## src/rtl/psm_pkg.sv

```systemverilog
package psm_pkg;

  // Channel slots inside a packed color word
  localparam int unsigned CH_RED   = 2;
  localparam int unsigned CH_GREEN = 1;
  localparam int unsigned CH_BLUE  = 0;
  localparam int unsigned NUM_CH   = 3;

  typedef logic [NUM_CH-1:0][7:0] psm_rgb_t;

  typedef struct packed {
    logic [7:0] red;
    logic [7:0] green;
    logic [7:0] blue;
    logic       last_image;
  } psm_in_t;

  typedef struct packed {
    logic [7:0] median_red;
    logic [7:0] median_green;
    logic [7:0] median_blue;
    logic       overflowed;
  } psm_out_t;

  // What one cell shows its right-hand neighbor
  typedef struct packed {
    logic [NUM_CH-1:0] take;  // this cell moves to the right on insert
    psm_rgb_t          val;
  } psm_link_t;

endpackage

```

## src/rtl/psm_cell.sv

```systemverilog
module psm_cell (
  input  logic                clk,
  input  logic                insert,
  input  logic                occ,
  input  psm_pkg::psm_rgb_t   sample,
  input  psm_pkg::psm_link_t  left,
  output psm_pkg::psm_link_t  right,
  output psm_pkg::psm_rgb_t   val
);

  psm_pkg::psm_rgb_t          val_next;
  logic [psm_pkg::NUM_CH-1:0] take;

  // an empty cell or one holding a larger value gives way
  always_comb begin
    for (int c = 0; c < psm_pkg::NUM_CH; c++) begin
      take[c] = !occ || (sample[c] < val[c]);
    end
  end

  always_comb begin
    val_next = val;
    for (int c = 0; c < psm_pkg::NUM_CH; c++) begin
      if (left.take[c]) begin
        val_next[c] = left.val[c];
      end else if (take[c]) begin
        val_next[c] = sample[c];
      end
    end
  end

  always_ff @(posedge clk) begin
    if (insert) begin
      val <= val_next;
    end
  end

  assign right.take = take;
  assign right.val  = val;

endmodule

```

## src/rtl/pixel_stack_median_color_unit.sv

```systemverilog
// Per-pixel color median over an image stack.
// Input channel (pixel_valid / pixel_stall / pixel): one beat per image of the
// stack for a single pixel position, carrying red, green, blue and last_image.
// Output channel (median_valid / median_stall / median): one beat per stack,
// holding each channel's value at sorted index count/2 (upper median for an
// even count) and an overflowed flag.
// Each channel keeps its own ascending insertion chain of MAX_IMAGES cells;
// a beat is inserted in the cycle it is accepted, so while pixel_stall is low
// the chain takes one beat per clock. Beats past MAX_IMAGES are dropped and
// set the overflow flag. An accepted last_image beat sets pending; once the
// output register is free, the median is loaded and median_valid is set.
// pixel_stall is high for one cycle after each last_image beat while the
// median is loaded. The output register holds the result, so the next stack
// streams in while a result waits; if median_stall keeps the register full
// when the next median is due, pixel_stall stays high until it is taken.
// Reset (rst, synchronous): empties the chain, clears the overflow flag and
// drops any pending result. Cell contents are not reset; occupancy comes
// from the sample count.
module pixel_stack_median_color_unit #(
  parameter int unsigned MAX_IMAGES = 16
) (
  input  logic               clk,
  input  logic               rst,
  input  logic               pixel_valid,
  output logic               pixel_stall,
  input  psm_pkg::psm_in_t   pixel,
  output logic               median_valid,
  input  logic               median_stall,
  output psm_pkg::psm_out_t  median
);

  localparam int unsigned CW = $clog2(MAX_IMAGES + 1);
  localparam int unsigned IW = (MAX_IMAGES > 1) ? $clog2(MAX_IMAGES) : 1;

  logic [CW-1:0]      count;
  logic               overflow_seen;
  logic               pending;     // last beat taken, median not yet loaded

  logic               in_beat;
  logic               out_free;
  logic               full;
  logic               insert;
  logic [IW-1:0]      med_idx;
  psm_pkg::psm_rgb_t  sample;
  psm_pkg::psm_rgb_t  med_val;

  psm_pkg::psm_link_t link [MAX_IMAGES+1];
  psm_pkg::psm_rgb_t  cell_val [MAX_IMAGES];

  assign pixel_stall = pending;
  assign in_beat     = pixel_valid && !pixel_stall;
  assign out_free    = !median_valid || !median_stall;
  assign full        = (count == CW'(MAX_IMAGES));
  assign insert      = in_beat && !full;

  assign sample[psm_pkg::CH_RED]   = pixel.red;
  assign sample[psm_pkg::CH_GREEN] = pixel.green;
  assign sample[psm_pkg::CH_BLUE]  = pixel.blue;

  // head of the chain never pushes anything in
  assign link[0] = '0;

  for (genvar i = 0; i < MAX_IMAGES; i++) begin : g_cell
    logic occ;
    assign occ = (count > CW'(i));
    psm_cell u_cell (
      .clk    (clk),
      .insert (insert),
      .occ    (occ),
      .sample (sample),
      .left   (link[i]),
      .right  (link[i+1]),
      .val    (cell_val[i])
    );
  end

  // tail link only matters inside the last cell
  logic unused_tail;
  assign unused_tail = ^link[MAX_IMAGES];

  // count is at least one when the median is loaded
  assign med_idx = IW'(count >> 1);
  assign med_val = cell_val[med_idx];

  always_ff @(posedge clk) begin
    if (rst) begin
      count         <= '0;
      overflow_seen <= 1'b0;
      pending       <= 1'b0;
      median_valid  <= 1'b0;
    end else begin
      if (in_beat) begin
        if (full) begin
          overflow_seen <= 1'b1;
        end else begin
          count <= count + 1'b1;
        end
        if (pixel.last_image) begin
          pending <= 1'b1;
        end
      end
      // input is stalled while pending, so no beat competes with this
      if (pending && out_free) begin
        median_valid  <= 1'b1;
        count         <= '0;
        overflow_seen <= 1'b0;
        pending       <= 1'b0;
      end else if (median_valid && !median_stall) begin
        median_valid <= 1'b0;
      end
    end
  end

  always_ff @(posedge clk) begin
    if (pending && out_free) begin
      median.median_red   <= med_val[psm_pkg::CH_RED];
      median.median_green <= med_val[psm_pkg::CH_GREEN];
      median.median_blue  <= med_val[psm_pkg::CH_BLUE];
      median.overflowed   <= overflow_seen;
    end
  end

endmodule

```

## config.mk

```make
export PLATFORM = sky130hd
export DESIGN_NAME = pixel_stack_median_color_unit
export DESIGN_NICKNAME = d
export VERILOG_FILES = /design/src/rtl/psm_pkg.sv /design/src/rtl/psm_cell.sv /design/src/rtl/pixel_stack_median_color_unit.sv
export SDC_FILE = /design/constraint.sdc
export NUM_CORES = 1
export LEC_CHECK = 0
export BUFFER_PORTS_ARGS = -buffer_cell sky130_fd_sc_hd__buf_4
export CORE_MARGIN = 5
export CORE_UTILIZATION = 50
export CTS_CLUSTER_DIAMETER = 80
export DETAILED_ROUTE_END_ITERATION = 8
export PLACE_DENSITY = 0.66
export SLEW_MARGIN = 30
export SYNTH_ARGS = -nofsm -noshare
export SYNTH_HDL_FRONTEND = slang
export SYNTH_SLANG_ARGS = --single-unit
```

## constraint.sdc

```tcl
create_clock -name clk -period 4 [get_ports clk]
set_input_delay 0.8 -clock clk [delete_from_list [all_inputs] [get_ports clk]]
set_output_delay 0.8 -clock clk [all_outputs]
set_load 0.02 [all_outputs]
```

# Word level (Yosys, flattened, before mapping)
# Index checks and enable logic that the tools add are counted.
# totals
output_inout_bits	27
reg_bits	417
# classes
reduce_logical	171
n_mux	95
n_lt_le_gt_ge	65
bitwise	2
eq_ne	1
add_sub_neg	1
# op_table
operator	count
8-bit two-way mux	90
8-bit < comparator	48
2-bit AND reduction	51
24-bit binary-select mux with 4-bit select	1
2-bit nonzero test	46
1-bit logical OR	49
24-bit two-way mux	2
5-bit by 4-bit greater-than comparator with 1-bit output (second input constant)	8
5-bit by 3-bit greater-than comparator with 1-bit output (second input constant)	4
1-bit zero test	20
5-bit by 1-bit greater-than comparator with 1-bit output (second input constant)	2
5-bit by 2-bit greater-than comparator with 1-bit output (second input constant)	2
5-bit by 1-bit adder with 5-bit output (second input constant)	1
5-bit equality test (second input constant)	1
5-bit >= comparator (second input constant)	1
4-bit NOT with 5-bit output	1
1-bit logical AND	4
1-bit two-way mux	2
2-bit OR reduction	1
1-bit NOT	1

# Logic depth before layout (Yosys ltp)
# depth
depth_word	5
depth_mapped	9
mapped_depth_nobuf	7

# Modules after synthesis
# From an unflattened synthesis, not the netlist that was laid out.
# unflattened
hier_cells	2892
hier_area_um2	33034.2
# by_module_without_submodules
mod	cells_each	area_per_inst_um2	n_inst	seq_area_each_um2
psm_cell at g_cell[0].u_cell ...	155	1784.2	15	720.7
pixel_stack_median_color_unit	412	4476.8	1	910.9
psm_cell at g_cell[9].u_cell	155	1794.2	1	720.7

# Worst setup path before layout
# OpenSTA, ideal clock, no wires.
# synth_timing
kind	input port to flip-flop
from	in median_stall
to	reg count[0]
stages	4
path_slack_ns	0.576
required_ns	3.878
arrival_time_ns	3.301
path_cell_list	a21boi_0 -> or2_2 -> clkbuf_1 -> nor2_1
# synth_between
elab_chain_cells	4
# synth_rtl
element	line	rtl
start, declared	pixel_stack_median_color_unit.sv:28	input logic median_stall,
1-bit zero test	pixel_stack_median_color_unit.sv:52	assign out_free = !median_valid || !median_stall;
1-bit logical OR	pixel_stack_median_color_unit.sv:52	
1-bit logical AND	pixel_stack_median_color_unit.sv:103	if (pending && out_free) begin
2-bit OR reduction (no source line)	n/a	
end signal, assigned	pixel_stack_median_color_unit.sv:96	count <= count + 1'b1;
end, declared	pixel_stack_median_color_unit.sv:35	logic [CW-1:0] count;
# No other way between the ends.
# A chain may end at the register's enable or synchronous reset.

# Worst setup path after layout
# layout_timing
from	reg count[1]
to	reg g_cell[3].u_cell.val (netlist bit g_cell[3].u_cell.right[10]) (enable)
# layout_between
elab_chain_cells	5
# layout_rtl
element	line	rtl
5-bit by 2-bit greater-than comparator with 1-bit output	pixel_stack_median_color_unit.sv:65	assign occ = (count > CW'(i));
1-bit zero test	psm_cell.sv:17	take[c] = !occ || (sample[c] < val[c]);
1-bit logical OR	psm_cell.sv:17	
2-bit nonzero test (no source line)	n/a	
2-bit AND reduction (no source line) (*)	n/a	
end signal, assigned	psm_cell.sv:34	val <= val_next;
end, declared	psm_cell.sv:8	output psm_pkg::psm_rgb_t val
# Every way passes the cells marked *; elsewhere a longest branch is shown, timed or not.

==> results.txt <==
- Net Sw Frac: 29.4%
- Number of synthesized register bits: 417
* Fraction of layout instances using a drive strength above 1: 24.4%
* Share of flip-flops with an asynchronous set or reset: 0%
- Buffers inserted during clock tree synthesis total 48.
- Flip-flop cell with the highest count after synthesis: sky130_fd_sc_hd__edfxtp_1
- STA classifies the critical path startpoint as a flip-flop.
- Switch Pwr: 4.10 mW
* Half-perimeter wire length of the detailed placement result: 57,100 um
- In this run, flip-flops and latches consume 42.9% of the power.
- In this run the vertical extent of the chip is 252 um.
- Before CTS, the worst setup slack after placement is 0.459 ns.
* Clock slew at reported path FFs: 0.06 ns
* RSZ-0062 raised after global routing: no
* Static leakage: 13.1 nW
- In this run the worst hold path is classified as in -> reg.
- In this run the register-to-register setup slack is 0.87 ns.
- Across the run, the number of max-cap violations was 0.
* Pin count of the biggest net entering global routing: 39
- In this run the deepest clock path goes through 3 buffers.
- Hold bufs inserted after CTS: 0
- Final design area excluding fillers: 32,300 um2
- At the worst endpoint, the arrival time is 3.36 ns.
* Mean instance size in the synthesized netlist: 12.0 um2
- Startpoint-to-endpoint class of the critical path: reg -> reg
* Routed wirelength normalized by instance count: 24.3 um
- Post-synthesis to final-layout area growth: 10.2%
- Across the routed clock network, the largest skew measured is 0.0360 ns.
- The die covers 63,500 um2.
- Initial cell density of the core: 50.6%
* Proportion of power drawn by the clock network: 33.9%
- Required time of the critical path: 4.23 ns
- Sum of routed wire length over all layers: 79,900 um
- Min Clock Period, post-route: 3.13 ns
- Counting every net in the synthesized netlist gives 2,800.
- The routed layout has 20,253 vias.
- TritonCTS built the clock tree.
- Wire length of the first global-routing pass: 122,000 um
* Status: finished, final reports clean
- Share of the core filled with cells in the final layout: 55.8%
- In this run the power density over the cells is 432 nW/um2.
* Number of global-route vias before repair: 20,891
- Drt drc: 0
- After floorplanning, the core was divided into 88 placement rows.
* Crit path capture type: flip-flop
- Final global-route overflow total: 0
* Internal power: 9.84 mW
- Final antenna-violating net count: 0
* Placement Cell Area: 30,600 um2
- Using the TritonRoute via totals, the vias-per-cell ratio works out to 6.15.
* Number of gates resized after CTS: 0
* Die Wd: 252 um
- Antenna violations before repair: 2
- Number of standard cells after synthesis: 2,430
- In this run the standard cell core region covers 57,800 um2.
- For this design, the sink count on the clock tree is 417.
- Hold slack final: 0.384 ns
- Yosys mapped a number of flops with a built-in enable equal to 409.
- For the final routed database, the setup TNS stands at 0 ns.
- The H-tree was split into 2 levels.
- Gate power share: 23.2%
* Total global-route track usage: 24.6%
* Max Fclk: 320 MHz
- Placer's final routability congestion estimate: 0.876
- Final period utilization: 78.2%
- Count of final hold-check violations: 0
* Transition time at the pin with the least slew margin: 1.13 ns
- Clock latency on the worst-skew pair, taken at its later pin, is 0.61 ns.
- Across the VDD grid, the largest voltage drop is 0.000346 V.
- Worst-case headroom to the max-slew limit: 24.4%
- Top cell type by total area after synthesis: sky130_fd_sc_hd__edfxtp_1
- Number of DRC violations after detailed-routing iteration 0: 1,620
- Ranked by total cell area, the synthesized netlist is headed by sky130_fd_sc_hd__edfxtp_1 42%, sky130_fd_sc_hd__ha_1 15%, sky130_fd_sc_hd__mux2_2 12%.
- Number of primary I/O pins: 56
- Slack of the critical path: 0.873 ns
- Root buffer cell: sky130_fd_sc_hd__clkbuf_16
* Crit-path max FO: 34
- Area share of the largest cell type after synthesis: 42.0%
- In this run the tool buffered the top-level ports with 55 buffer cells.
* Proportion of synthesized chip area in sequential cells: 42.5%
- Cell area after technology mapping: 29,300 um2
* Final setup violation count: 0
* Post-CTS setup-driven buffer insertion count: 0
* Post-synthesis cell type count: 60
- YS warnings: 0
* Number of nets at the end of the flow: 2,857
* Number of pins exceeding their max-slew limit in the final report: 0
* Detailed Routing Iterations Pass 1: 5
-- logic make-up (layout without fill, tap and decap cells) --
| kind of cell | after synthesis | in the layout | share of synthesized area [%] |
|---|---|---|---|
| fa+ha+maj | 341 | 341 | 14.6 |
| buf+inv | 428 | 524 | 5.71 |
| compound gates | 429 | 429 | 9.93 |
| xor+xnor | 2 | 2 | 0.0599 |
| other cells | 0 | 2 | 0 |
| simple gates | 361 | 361 | 6.13 |
| flops | 417 | 417 | 42.5 |
| mux | 452 | 452 | 21.1 |
-- metrics by stage --
stage | power, mW | cells
after CTS | 14.0 | 3291
after global routing | 14.6 | 3291
final | 13.9 | 3293
after floorplan | 8.10 | 2430
after global placement | 9.08 | 3202
after detailed placement | 9.24 | 3202
-- synthesized netlist by cell type, types with 27 or more instances --
| cell type | n |
|---|---|
| sky130_fd_sc_hd__ha_1 | 341 |
| sky130_fd_sc_hd__nand4_1 | 33 |
| sky130_fd_sc_hd__a31oi_1 | 32 |
| sky130_fd_sc_hd__nand2b_1 | 65 |
| sky130_fd_sc_hd__mux2_2 | 301 |
| sky130_fd_sc_hd__a2111oi_0 | 27 |
| sky130_fd_sc_hd__nand3_1 | 37 |
| sky130_fd_sc_hd__clkbuf_1 | 46 |
| sky130_fd_sc_hd__mux4_2 | 96 |
| sky130_fd_sc_hd__nor2_1 | 67 |
| sky130_fd_sc_hd__o21a_1 | 62 |
| sky130_fd_sc_hd__o21ai_0 | 70 |
| sky130_fd_sc_hd__edfxtp_1 | 409 |
| sky130_fd_sc_hd__inv_1 | 344 |
| sky130_fd_sc_hd__nand2_1 | 104 |
| sky130_fd_sc_hd__a21oi_1 | 131 |
-- power by group through the flow --
stage	logic (mW)	registers [mW]	clock network, mW
floorplan	2.26	5.83	0
finish	3.23	5.98	4.73
detailed placement	3.18	6.06	0
global placement	3.03	6.06	0
CTS	3.21	5.98	4.78
global route	3.57	6.02	4.97
-- flip-flops by register name, indices dropped and copies added (netlist names) --
signal,flops
count,5
pixel_stall,1
median_valid,1
overflow_seen,1
g_cell.u_cell.right,384
median,25
-- final timing paths --
| path | end | depth (start not counted) | start |
|---|---|---|---|
| hold / removal | median_valid | 2 | rst |
| hold reg to reg | median_valid | 2 | pixel_stall |
| setup / recovery | g_cell[3].u_cell.right[10] | 5 | count[1] |
| setup reg to reg | g_cell[3].u_cell.right[10] | 5 | count[1] |
-- layout by cell type, fill, tap and decap left out, types with 15 or more instances in the layout --
cell,count
sky130_fd_sc_hd__a2111o_1,15
sky130_fd_sc_hd__a2111oi_0,27
sky130_fd_sc_hd__a21oi_1,131
sky130_fd_sc_hd__a31oi_1,30
sky130_fd_sc_hd__buf_4,89
sky130_fd_sc_hd__clkbuf_16,49
sky130_fd_sc_hd__edfxtp_1,409
sky130_fd_sc_hd__ha_1,341
sky130_fd_sc_hd__inv_1,344
sky130_fd_sc_hd__mux2_1,23
sky130_fd_sc_hd__mux2_2,301
sky130_fd_sc_hd__mux2i_1,24
sky130_fd_sc_hd__mux4_2,96
sky130_fd_sc_hd__nand2_1,104
sky130_fd_sc_hd__nand2b_1,64
sky130_fd_sc_hd__nand3_1,37
sky130_fd_sc_hd__nand4_1,33
sky130_fd_sc_hd__nor2_1,67
sky130_fd_sc_hd__o211a_1,21
sky130_fd_sc_hd__o21a_1,62
sky130_fd_sc_hd__o21ai_0,70
sky130_fd_sc_hd__o31ai_1,23
-- worst max-delay path, cell delays in order, from the launching register on --
cell and delay, ns:
sky130_fd_sc_hd__dfxtp_4 0.39, sky130_fd_sc_hd__buf_4 0.54, sky130_fd_sc_hd__nand2_1 0.30, sky130_fd_sc_hd__o31ai_1 0.92, sky130_fd_sc_hd__buf_4 0.28, sky130_fd_sc_hd__a31oi_1 0.31
-- layout make-up --
| type | count | area [um2] |
|---|---|---|
| well taps | 765 | 957 |
| repair buffers | 90 | 688 |
| diodes | 2 | 5.00 |
| clock buffers | 57 | 1260 |
| clock inverters | 32 | 414 |
| multi-input cells | 1585 | 15200 |
| inverters | 345 | 1290 |
| fillers | 4742 | 25500 |
| flip-flops and latches | 417 | 12500 |
-- per-layer routing --
metal	part of all wire, %	vias to the layer above	GRT usage (%)
met5	0.016	-	0
met4	3.7	2	8.24
met3	7.0	157	4.61
met2	48	729	41.8
met1	41	10098	32.0
li1	-	9267	-
Note: power is estimated with default switching activity, not from simulation.
